`src/rtl/core/rsdc_pkg.sv`:
```
`timescale 1ns / 1ps
// ----------------------------------------------------------------------------
// rsdc_pkg
// Widths, constants, payload and control types for the sector confirmer.
// ----------------------------------------------------------------------------
package rsdc_pkg;

  // Field widths
  localparam int FREQ_W   = 16;
  localparam int RSSI_W   = 20;
  localparam int NOISE_W  = 20;
  localparam int KURT_W   = 16;
  localparam int SCORE_W  = 31;
  localparam int COUNT_W  = 4;
  localparam int CONF_W   = 7;
  localparam int DECAY_W  = 8;
  localparam int STREAK_W = 8;
  localparam int CFG_W    = 31;
  localparam int CFG_IDX_W = 2;

  // Algorithm constants
  localparam int STREAK_UNIT    = 16;
  localparam int KURTOSIS_SCALE = 256;
  localparam int SECTOR_COUNT   = 3;
  localparam int SECTOR_W       = 2;
  localparam int ENERGY_SHIFT   = 10;
  localparam int DIVIDEND_W     = RSSI_W + ENERGY_SHIFT;
  localparam int DIV_CNT_W      = $clog2(DIVIDEND_W);
  localparam int KURT_BASE      = 3 * KURTOSIS_SCALE;
  localparam int KURT_GAIN      = 256;
  localparam int KTERM_W        = KURT_W + 8;
  localparam int CONF_FULL      = 3072;
  localparam int CONF_FULL_W    = $clog2(CONF_FULL);
  localparam int CONF_MAX       = 100;
  localparam int CONF_PRE_W     = 9;
  localparam int DIV3_MUL       = 171;
  localparam int DIV3_SHIFT     = 9;
  localparam int CNT_FULL_W     = COUNT_W + 1;

  localparam logic [FREQ_W-1:0] FREQ_SECTOR0 = 16'd5745;
  localparam logic [FREQ_W-1:0] FREQ_SECTOR1 = 16'd5785;
  localparam logic [FREQ_W-1:0] FREQ_SECTOR2 = 16'd5825;

  // Register indexes
  localparam logic [CFG_IDX_W-1:0] CFG_THRESHOLD = 2'd0;
  localparam logic [CFG_IDX_W-1:0] CFG_CONFIRM   = 2'd1;
  localparam logic [CFG_IDX_W-1:0] CFG_DECAY     = 2'd2;

  // Register reset values
  localparam logic [SCORE_W-1:0] THRESHOLD_RST = 31'd2048;
  localparam logic [COUNT_W-1:0] CONFIRM_RST   = 4'd3;
  localparam logic [DECAY_W-1:0] DECAY_RST     = 8'd8;

  typedef struct packed {
    logic [FREQ_W-1:0]  carrier_mhz;
    logic [RSSI_W-1:0]  rssi_level;
    logic [NOISE_W-1:0] noise_floor;
    logic [KURT_W-1:0]  kurtosis;
  } sample_t;

  typedef struct packed {
    logic               detected;
    logic [FREQ_W-1:0]  freq_echo;
    logic [SCORE_W-1:0] score;
    logic [COUNT_W-1:0] streak_level;
    logic [CONF_W-1:0]  confidence;
  } result_t;

  // Controller -> datapath
  typedef struct packed {
    logic load;
    logic step;
    logic sum;
    logic scale;
    logic write;
  } dp_cmd_t;

  // Datapath -> controller
  typedef struct packed {
    logic div_last;
  } dp_status_t;

endpackage

```
`src/rtl/core/rsdc_datapath.sv`:
```
`timescale 1ns / 1ps
// ----------------------------------------------------------------------------
// rsdc_datapath
// Restoring divider, score/confidence stages, sector streaks, config regs.
// ----------------------------------------------------------------------------
module rsdc_datapath (
  input  logic                                   clk,
  input  logic                                   rst,
  input  rsdc_pkg::dp_cmd_t                      cmd,
  output rsdc_pkg::dp_status_t                   status,
  input  rsdc_pkg::sample_t                      sample,
  output rsdc_pkg::result_t                      result,
  input  logic                                   cfg_we,
  input  logic [rsdc_pkg::CFG_IDX_W-1:0]         cfg_index,
  input  logic [rsdc_pkg::CFG_W-1:0]             cfg_data
);
  import rsdc_pkg::*;

  // Config registers
  logic [SCORE_W-1:0] score_threshold;
  logic [COUNT_W-1:0] confirm_required;
  logic [DECAY_W-1:0] streak_decay;

  // Divider
  logic [DIVIDEND_W-1:0] quot;
  logic [NOISE_W-1:0]    rem;
  logic [NOISE_W-1:0]    divisor;
  logic [DIV_CNT_W-1:0]  div_cnt;
  logic [NOISE_W:0]      rem_sh;
  logic [NOISE_W:0]      rem_diff;
  logic                  rem_ge;

  // Item context
  logic [FREQ_W-1:0]   freq;
  logic [SECTOR_W-1:0] sector;
  logic [KTERM_W-1:0]  kterm;
  logic [SECTOR_W-1:0] sector_next;
  logic [KTERM_W-1:0]  kterm_next;

  // Score stages
  logic [SCORE_W-1:0]        score;
  logic                      hit;
  logic                      conf_sat;
  logic [CONF_PRE_W-1:0]     conf_pre;
  logic [CONF_FULL_W+6:0]    conf_prod;

  // Streaks
  logic [STREAK_W-1:0] streaks [SECTOR_COUNT];
  logic [STREAK_W-1:0] st_cur;
  logic [STREAK_W:0]   st_cap;
  logic [STREAK_W-1:0] streak_next;
  logic [STREAK_W:0]   st_round;
  logic [CNT_FULL_W-1:0] count_full;
  logic [CONF_PRE_W+7:0] conf_q_prod;
  logic [CONF_W-1:0]   conf_val;

  // Sector select and kurtosis excess at load
  always_comb begin
    priority if (sample.carrier_mhz == FREQ_SECTOR1) begin
      sector_next = SECTOR_W'(1);
    end else if (sample.carrier_mhz == FREQ_SECTOR2) begin
      sector_next = SECTOR_W'(2);
    end else begin
      sector_next = SECTOR_W'(0);
    end
    if (32'(sample.kurtosis) > 32'(KURT_BASE)) begin
      kterm_next = KTERM_W'(((32'(sample.kurtosis) - 32'(KURT_BASE)) * 32'(KURT_GAIN))
                            / KURTOSIS_SCALE);
    end else begin
      kterm_next = '0;
    end
  end

  // One quotient bit per step
  assign rem_sh   = {rem, quot[DIVIDEND_W-1]};
  assign rem_ge   = rem_sh >= {1'b0, divisor};
  assign rem_diff = rem_sh - {1'b0, divisor};
  assign status.div_last = div_cnt == DIV_CNT_W'(DIVIDEND_W - 1);

  assign conf_prod = score[CONF_FULL_W-1:0] * 7'(CONF_MAX);

  // Streak update
  always_comb begin
    st_cur = streaks[sector];
    st_cap = (STREAK_W + 1)'(confirm_required) * (STREAK_W + 1)'(STREAK_UNIT);
    if (hit) begin
      if ({1'b0, st_cur} < st_cap) begin
        streak_next = st_cur + STREAK_W'(STREAK_UNIT);
      end else begin
        streak_next = st_cur;
      end
    end else begin
      streak_next = (st_cur > streak_decay) ? (st_cur - streak_decay) : '0;
    end
    st_round   = {1'b0, streak_next} + (STREAK_W + 1)'(STREAK_UNIT - 1);
    count_full = CNT_FULL_W'(st_round / STREAK_UNIT);
    // Floor divide by three for values below 300
    conf_q_prod = conf_pre * 8'(DIV3_MUL);
    conf_val    = conf_sat ? CONF_W'(CONF_MAX) : CONF_W'(conf_q_prod >> DIV3_SHIFT);
  end

  always_ff @(posedge clk) begin
    if (rst) begin
      score_threshold  <= THRESHOLD_RST;
      confirm_required <= CONFIRM_RST;
      streak_decay     <= DECAY_RST;
    end else if (cfg_we) begin
      case (cfg_index)
        CFG_THRESHOLD: score_threshold  <= cfg_data[SCORE_W-1:0];
        CFG_CONFIRM:   confirm_required <= cfg_data[COUNT_W-1:0];
        CFG_DECAY:     streak_decay     <= cfg_data[DECAY_W-1:0];
        default: ;
      endcase
    end
  end

  always_ff @(posedge clk) begin
    if (rst) begin
      for (int i = 0; i < SECTOR_COUNT; i++) begin
        streaks[i] <= '0;
      end
    end else if (cmd.write) begin
      streaks[sector] <= streak_next;
    end
  end

  always_ff @(posedge clk) begin
    if (cmd.load) begin
      freq    <= sample.carrier_mhz;
      sector  <= sector_next;
      kterm   <= kterm_next;
      quot    <= {sample.rssi_level, ENERGY_SHIFT'(0)};
      divisor <= (sample.noise_floor == '0) ? NOISE_W'(1) : sample.noise_floor;
      rem     <= '0;
      div_cnt <= '0;
    end else if (cmd.step) begin
      rem     <= rem_ge ? rem_diff[NOISE_W-1:0] : rem_sh[NOISE_W-1:0];
      quot    <= {quot[DIVIDEND_W-2:0], rem_ge};
      div_cnt <= div_cnt + DIV_CNT_W'(1);
    end
    if (cmd.sum) begin
      score <= SCORE_W'(quot) + SCORE_W'(kterm);
    end
    if (cmd.scale) begin
      hit      <= score >= score_threshold;
      conf_sat <= score >= SCORE_W'(CONF_FULL);
      conf_pre <= CONF_PRE_W'(conf_prod >> ENERGY_SHIFT);
    end
    if (cmd.write) begin
      result.detected      <= count_full >= CNT_FULL_W'(confirm_required);
      result.freq_echo     <= freq;
      result.score         <= score;
      result.streak_level  <= (count_full > CNT_FULL_W'({COUNT_W{1'b1}})) ?
                              {COUNT_W{1'b1}} : count_full[COUNT_W-1:0];
      result.confidence    <= conf_val;
    end
  end

endmodule

```
`src/rtl/core/rsdc_ctrl.sv`:
```
`timescale 1ns / 1ps
// ----------------------------------------------------------------------------
// rsdc_ctrl
// Sequencer: accept, divide, sum, scale, write result; owns both handshakes.
// ----------------------------------------------------------------------------
module rsdc_ctrl (
  input  logic                   clk,
  input  logic                   rst,
  input  logic                   sample_valid,
  output logic                   sample_ready,
  output logic                   result_valid,
  input  logic                   result_ready,
  output rsdc_pkg::dp_cmd_t      cmd,
  input  rsdc_pkg::dp_status_t   status
);
  import rsdc_pkg::*;

  typedef enum logic [4:0] {
    ST_IDLE  = 5'b00001,
    ST_DIV   = 5'b00010,
    ST_SUM   = 5'b00100,
    ST_SCALE = 5'b01000,
    ST_WRITE = 5'b10000
  } state_t;

  state_t state, state_next;
  logic   result_valid_next;
  logic   slot_free;

  assign slot_free = !result_valid || result_ready;

  always_comb begin
    state_next        = state;
    cmd               = '0;
    sample_ready      = 1'b0;
    result_valid_next = result_valid && !result_ready;
    unique case (state)
      ST_IDLE: begin
        sample_ready = 1'b1;
        if (sample_valid) begin
          cmd.load   = 1'b1;
          state_next = ST_DIV;
        end
      end
      ST_DIV: begin
        cmd.step = 1'b1;
        if (status.div_last) begin
          state_next = ST_SUM;
        end
      end
      ST_SUM: begin
        cmd.sum    = 1'b1;
        state_next = ST_SCALE;
      end
      ST_SCALE: begin
        cmd.scale  = 1'b1;
        state_next = ST_WRITE;
      end
      ST_WRITE: begin
        // Wait here while the previous beat is still unclaimed
        if (slot_free) begin
          cmd.write         = 1'b1;
          result_valid_next = 1'b1;
          state_next        = ST_IDLE;
        end
      end
      default: begin
        state_next = ST_IDLE;
      end
    endcase
  end

  always_ff @(posedge clk) begin
    if (rst) begin
      state        <= ST_IDLE;
      result_valid <= 1'b0;
    end else begin
      state        <= state_next;
      result_valid <= result_valid_next;
    end
  end

endmodule

```
`src/rtl/core/rf_sector_detection_confirmer.sv`:
```
`timescale 1ns / 1ps
// ----------------------------------------------------------------------------
// rf_sector_detection_confirmer
// Scores RF samples, tracks a hit streak per sector and reports detection.
// ----------------------------------------------------------------------------
//
//  Channel   Signals                              Dir  Beat
//  --------  -----------------------------------  ---  ------------------------
//  sample    sample_valid / sample_ready / sample  in   freq, rssi, noise, kurt
//  result    result_valid / result_ready / result  out  detect, freq, score, ...
//  cfg       cfg_we / cfg_index / cfg_data         in   one register write
//
//  A sample beat is taken only in idle; the energy term rssi*1024/noise
//  comes from a restoring divider that retires one quotient bit per cycle,
//  then the sum, scale and write steps follow in order.
//  The result register parts the two sides: a new sample is accepted while an
//  older result beat still waits; the write step stalls only if that older
//  beat is still unclaimed when the next result is ready.
//  Reset (rst, synchronous) clears the streaks, the sequencer and result_valid
//  and loads the register defaults; config writes are registered.
//
module rf_sector_detection_confirmer (
  input  logic                              clk,
  input  logic                              rst,
  input  logic                              sample_valid,
  output logic                              sample_ready,
  input  rsdc_pkg::sample_t                 sample,
  output logic                              result_valid,
  input  logic                              result_ready,
  output rsdc_pkg::result_t                 result,
  input  logic                              cfg_we,
  input  logic [rsdc_pkg::CFG_IDX_W-1:0]    cfg_index,
  input  logic [rsdc_pkg::CFG_W-1:0]        cfg_data
);
  import rsdc_pkg::*;

  dp_cmd_t    cmd;
  dp_status_t status;

  // Sequencer: one item in flight, handshakes live here
  rsdc_ctrl u_ctrl (
    .clk          (clk),
    .rst          (rst),
    .sample_valid (sample_valid),
    .sample_ready (sample_ready),
    .result_valid (result_valid),
    .result_ready (result_ready),
    .cmd          (cmd),
    .status       (status)
  );

  // Datapath: divider, score, confidence, streaks, registers
  rsdc_datapath u_dp (
    .clk       (clk),
    .rst       (rst),
    .cmd       (cmd),
    .status    (status),
    .sample    (sample),
    .result    (result),
    .cfg_we    (cfg_we),
    .cfg_index (cfg_index),
    .cfg_data  (cfg_data)
  );

endmodule

```
`config.mk`:
```
export PLATFORM = sky130hd
export DESIGN_NAME = rf_sector_detection_confirmer
export DESIGN_NICKNAME = d
export VERILOG_FILES = /design/src/rtl/core/rsdc_pkg.sv /design/src/rtl/core/rsdc_datapath.sv /design/src/rtl/core/rsdc_ctrl.sv /design/src/rtl/core/rf_sector_detection_confirmer.sv
export SDC_FILE = /design/constraint.sdc
export NUM_CORES = 1
export LEC_CHECK = 0
export ABC_AREA = 1
export BUFFER_PORTS_ARGS = -buffer_cell sky130_fd_sc_hd__buf_4
export CORE_MARGIN = 2
export CORE_UTILIZATION = 45
export CTS_CLUSTER_SIZE = 16
export DETAILED_ROUTE_END_ITERATION = 8
export HOLD_SLACK_MARGIN = 0.08
export SETUP_SLACK_MARGIN = 0.05
export SYNTH_ARGS = -nofsm -noshare
export SYNTH_HDL_FRONTEND = slang
export SYNTH_SLANG_ARGS = --single-unit
```
`constraint.sdc`:
```
create_clock -name clk -period 8.32 [get_ports clk]
set_clock_uncertainty 0.05 [all_clocks]
set_input_delay 1.248 -clock clk [delete_from_list [all_inputs] [get_ports clk]]
set_output_delay 1.248 -clock clk [all_outputs]
set_load 0.02 [all_outputs]
```
==> Word level (Yosys, flattened, before mapping) <==
Memory sizes are Yosys's and may differ from the RTL's. A register that Yosys moved wholly into a read port is not among the register bits.
Index checks and enable logic that the tools add are counted.
{ "word_totals": {"register_bits": 267, "mem_bits_rw": 24, "inputBits": 110, "output_inout_bits": 61, "elab_cells": 96, "memories": 1} }
{ "op_classes": {"n_addsub": 7, "mul": 2, "n_lt_le_gt_ge": 8, "n_eq_ne": 13, "mux": 31, "n_reduce_logical": 12} }
{ "memory_table": {"columns": ["memory", "words", "width", "rd", "rd_clocked_by_memory_dff", "write_ports", "line_no", "source"], "rows": [
  ["u_dp.streaks", 3, 8, 1, 1, 3, "rsdc_datapath.sv:48", "logic [STREAK_W-1:0] streaks [SECTOR_COUNT];"]
]} }
{ "ops": {"columns": ["op", "count"], "rows": [
  ["$mux W30", 2],
  ["$eq A16 B13 Y1 const B", 2],
  ["$mux W8", 4],
  ["$add A30 B24 Y31", 1],
  ["$ge A31 B12 Y1 const B", 1],
  ["$ge A31 B31 Y1", 1],
  ["$pmux W5 S5", 1],
  ["$ge A21 B20 Y1", 1],
  ["$logic_not A20 Y1", 1],
  ["$mux W20", 1],
  ["$sub A20 B20 Y20", 1],
  ["$mul A12 B5 Y17 const B", 1],
  ["$sub A16 B10 Y17 const B", 1],
  ["$gt A16 B10 Y1 const B", 1],
  ["$mul A9 B8 Y16 const B", 1],
  ["$mux W1", 16],
  ["$mux W5", 3],
  ["$eq A5 B5 Y1 const B", 2],
  ["$add A8 B4 Y9 const B", 1],
  ["$add A8 B5 Y8 const B", 1],
  ["$gt A8 B8 Y1", 1],
  ["$lt A8 B8 Y1", 1],
  ["$mux W2", 4],
  ["$reduce_or A8 Y1", 1],
  ["other kinds (19)", 23]
]} }

==> Longest topological paths before layout <==
{ "logic_depth": {"depth_word": 9, "mapped_depth": 28, "depth_no_buf": 27} }

==> By module <==
A second synthesis with hierarchy kept.
{ "hier_totals": {"cells_unflattened": 1858, "hier_area_um2": 17310.4} }
{ "modules_own_cells": {"columns": ["module", "instances", "cells_each", "area_each_um2", "seq_area_each_um2"], "rows": [
  ["rsdc_datapath", 1, 1812, 16983.8, 7847.5],
  ["rsdc_ctrl", 1, 46, 326.6, 120.1]
]} }

==> Worst setup path before layout <==
No wires, ideal clock.
{ "synth_path": {"path_kind": "register -> register", "from": "reg u_dp.conf_pre[1]", "to": "reg, netlist name u_dp.result[2]", "setup_ns": 0.262, "arrival_ns": 3.571, "required_ns": 8.008, "slack_ns": 4.437, "path_stages_with_launch": 15, "path_buffers": 0, "period_less_slack_ns": 3.883, "path_cell_list": "edfxtp_1 > ha_1 > inv_1 > fa_1 > fa_1 > inv_1 > fa_1 > ha_1 > nand2_1 > o21a_1 > nand2_1 > inv_1 > o21ai_0 > xor2_1 > or2_2"} }
{ "synth_via": {"elab_chain_len": 1} }
{ "synth_lines": {"columns": ["element", "line_no", "source"], "rows": [
  ["from (decl)", "rsdc_datapath.sv:44", "logic [CONF_PRE_W-1:0] conf_pre;"],
  ["from (signal assigned)", "rsdc_datapath.sv:147", "conf_pre <= CONF_PRE_W'(conf_prod >> ENERGY_SHIFT);"],
  ["$mul A9 B8 Y16", "rsdc_datapath.sv:98", "conf_q_prod = conf_pre * 8'(DIV3_MUL);"]
]} }
No other way between the ends.
A chain may end at the register's enable or synchronous reset.

==> results.sh <==
export IMPL_outcome="finished clean"
export IMPL_synthSimpleGateAreaFrac_pct=15.3
export IMPL_core_sq_um=37700
export IMPL_yosys_area_top_type_share_pct=36.3
export IMPL_power_total_mw=5.81
export IMPL_dieArea_sq_um=39800
export IMPL_drt_pass1_iter_count=5
export IMPL_io_pins=171
export IMPL_postLayoutSetupSlackWorst_ps=4120
export IMPL_rsz0062_at_grt="no"
export IMPL_wl_per_cell_microns=15.9
export IMPL_finalWirelength_microns=40400
export IMPL_synthAdderAreaFrac_pct=15.9
export IMPL_synth_fp_nets=2152
export IMPL_grt_pass1_wl_microns=65000
export IMPL_cts_clk_slew_worst_paths_ps=60
export IMPL_regToRegSetupSlack_ps=4120
export IMPL_die_y_microns=199
export IMPL_relSlewSlack_pct=42.9
export IMPL_seq_area_sq_um=7970
export IMPL_p_sw_share_pct=37.8
export IMPL_final_common_cell="nand2_1"
export IMPL_clock_latency_ps=520
export IMPL_synthXorXnorAreaFrac_pct=3.06
export IMPL_p_leak_nw=9.01
export IMPL_r2r_end="u_dp.result[58]$_DFFE_PP_"
export IMPL_drt_iter0_markers=632
export IMPL_tns_ps=0
export IMPL_max_clock_path_buffers=3
export IMPL_vias_per_cell=5.13
export IMPL_synth_avg_cell_area_sq_um=9.35
export IMPL_ys_top_cells_by_area="edfxtp_1 (36%), ha_1 (13%), dfxtp_1 (10%)"
export IMPL_finalNetCount=2317
export IMPL_htree_levels=2
export IMPL_fin_crit_sh_pct=50.5
export IMPL_hpwl_microns=31200
export IMPL_grt_total_usage_pct=20.8
export IMPL_muxShareOfSynthArea_pct=0
export IMPL_netlist_area_sq_um=17200
export IMPL_crit_path_end_kind="flip-flop"
export IMPL_start_util_pct=45.6
export IMPL_drc=0
export IMPL_placed_cell_area_sq_um=19000
export IMPL_antenna_found_initial=0
export IMPL_cts_resized_gates=0
export IMPL_synth_edf_count=208
export IMPL_yosysUniqueCellTypes=58
export IMPL_synth_top_family_by_area="adder cells"
export IMPL_layout_common_cells="nand2_1 (290), inv_1 (285), edfxtp_1 (208)"
export IMPL_synth_seq_cells=294
export IMPL_antenna_left=0
export IMPL_endpoint="u_dp.result[58]$_DFFE_PP_"
export IMPL_postCtsHoldBufs=0
export IMPL_p_sw_mw=2.20
export IMPL_power_density_nw_per_um2=289
export IMPL_pwr_share_seq_pct=35.9
export IMPL_grt_overflow=0
export IMPL_drive_above_1_share_pct=14.0
export IMPL_max_freq_mhz=238
export IMPL_drv_slew=0
export IMPL_syn2layout_area_growth_pct=16.9
export IMPL_drv_cap=0
export IMPL_cellInternalPower_mw=3.61
export IMPL_fin_crit_ps=4200
export IMPL_grt_start_max_net_pins=64
export IMPL_cp_data_arrival_time_ps=4410
export IMPL_post_place_ws_ps=4170
export IMPL_start_kind="flip-flop"
export IMPL_tightest_slew_ps=857
export IMPL_grtUsageMet3_pct=2.80
export IMPL_combPwrFrac_pct=38.4
export IMPL_async_flop_share_pct=0
export IMPL_cts_made_buffers=35
export IMPL_via_count=13000
export IMPL_min_path_type="flip-flop to flip-flop"
export IMPL_met1_usage_pct=28.4
export IMPL_grtUsageMet2_pct=34.3
export IMPL_clock_sinks=294
export IMPL_finalSetupViolCount=0
export IMPL_worstPathMaxFanout=18
export IMPL_root_buffer="clkbuf_16"
export IMPL_worstSetupPathType="flip-flop to flip-flop"
export IMPL_rows=71
export IMPL_ys_warn_count=0
export IMPL_antenna_cells=0
export IMPL_final_area_sq_um=20100
export IMPL_post_cts_buffers=0
export IMPL_fill_cells=3553
export IMPL_ys_flop_type="edfxtp_1"
export IMPL_timing_hold_violations_final=0
export IMPL_reg2reg_depth=24
export IMPL_place_gp_congestion=0.926
export IMPL_max_vdd_ir_drop_uv=196
export IMPL_multi_input_area_sq_um=7860
export IMPL_grt_pass1_vias=12800
export IMPL_io_buffers=170
export IMPL_power_frac_clock_pct=25.7
export IMPL_synth_compound_gate_area_share_pct=11.5
export IMPL_cp_required_ps=8530
export IMPL_seq_area_frac_synth_pct=46.3
export IMPL_busiest_layer="met2"
export IMPL_yosys_area_top_type="edfxtp_1"
export IMPL_tritoncts="yes"
export IMPL_syn_inst=1838
export IMPL_die_w_microns=199
[power by group through the flow]
stage / Sequential (mW) / Clock, mW / Combinational, mW
finish: 2.09 / 1.49 / 2.23
global route: 2.12 / 1.60 / 2.53
CTS: 2.09 / 1.53 / 2.23
detailed placement: 2.12 / 0 / 2.22
global placement: 2.11 / 0 / 2.19
floorplan: 2.05 / 0 / 1.73
[stage by stage]
| stage | cells | utilization, % | hold WS, ps |
|---|---|---|---|
| 2_1_floorplan | 1838 | - | 350 |
| 3_3_place_gp | 2477 | 50.3 | 350 |
| 3_5_place_dp | 2477 | 50.3 | 355 |
| 4_1_cts | 2540 | 53.3 | 363 |
| 5_1_grt | 2540 | 53.3 | 365 |
| 6_report | 2540 | 53.3 | 364 |
[worst min-delay path by stage]
stage / start / end / slack (ps) / cells past startpoint
after CTS: u_dp.freq[1]$_DFFE_PP_ / u_dp.result[43]$_DFFE_PP_ / 360 / 0
after global routing: u_dp.freq[1]$_DFFE_PP_ / u_dp.result[43]$_DFFE_PP_ / 360 / 0
after floorplan: u_dp.freq[0]$_DFFE_PP_ / u_dp.result[42]$_DFFE_PP_ / 350 / 0
after global placement: u_dp.freq[11]$_DFFE_PP_ / u_dp.result[53]$_DFFE_PP_ / 350 / 0
final: u_dp.freq[1]$_DFFE_PP_ / u_dp.result[43]$_DFFE_PP_ / 360 / 0
after detailed placement: u_dp.freq[0]$_DFFE_PP_ / u_dp.result[42]$_DFFE_PP_ / 350 / 0
[area by class of cell]
type	count	area share, %
flip-flops and latches	294	39.7
multi-input cells	1187	39.1
repair buffers	179	6.69
inverters	306	5.72
clock buffers	46	4.88
well taps	511	3.18
clock inverters	17	0.747
[per-layer routing]
metal  vias to the layer above  routed length [microns]
li1                       6585                        -
met1                      6104                    18600
met2                       286                    18800
met3                        58                     1780
met4                         0                     1120
met5                         -                        0
[worst max-delay path: stages, from the launching register on]
cell      delay [ps]
dfxtp_1          640
inv_2            270
nand2_1          110
nand3_1           80
nand2_1          130
inv_1             90
ha_1             380
nand2_1          100
nor2_1           150
nand4_1          220
nand3_1          200
nor2_2            60
nor2_4           150
nand2_4           80
nor2_8           140
nor2_8            60
inv_2             50
nand2_1           40
nand2_1           70
inv_1             50
ha_1             260
a21boi_0         120
o21a_1           170
o21ai_0          140
nand3_1           90
[cells in the mapped netlist, types with 3 or more instances]
cell	instances
nand3_2	5
edfxtp_1	208
fa_1	23
a211oi_1	3
o21a_1	9
or2_2	5
a21o_1	7
a21oi_1	146
xor2_1	46
nand2_1	290
nor3_1	22
a32o_1	18
a31oi_1	3
nand3_1	73
nor2_1	115
nand4_1	26
dfxtp_1	86
o311ai_0	3
buf_2	4
o211ai_1	11
inv_1	287
xnor2_1	14
ha_1	181
inv_2	14
o22ai_1	11
o21bai_1	7
o21ai_0	97
o21ai_1	5
clkbuf_1	41
nor4_1	21
clkinv_1	5
buf_4	4
nand2_2	9
nand3b_1	5
nand2_4	3
[state kept, by name, summed over array words and instances, names as in the netlist, named ones only]
name                   flops
u_dp.kterm                17
u_dp.result               59
u_dp.streaks              32
u_dp.freq                 16
u_dp.conf_pre              9
u_dp.divisor              20
u_dp.confirm_required      4
u_dp.quot                 30
u_dp.div_cnt               5
u_ctrl.result_valid        1
u_dp.rem                  20
u_dp.sector                2
u_dp.hit                   1
u_dp.score                31
u_dp.score_threshold      31
u_ctrl.state               5
u_dp.streak_decay          8
u_dp.conf_sat              1
[kinds of logic after synthesis]
| group | count (synthesis) |
|---|---|
| and+or+nand+nor | 586 |
| buffers and inverters | 357 |
| AOI/OAI and AO/OA | 337 |
| DFF | 294 |
| adders and majority gates | 204 |
| xor gates and xnor gates | 60 |
Note: power is estimated with default switching activity, not from simulation.
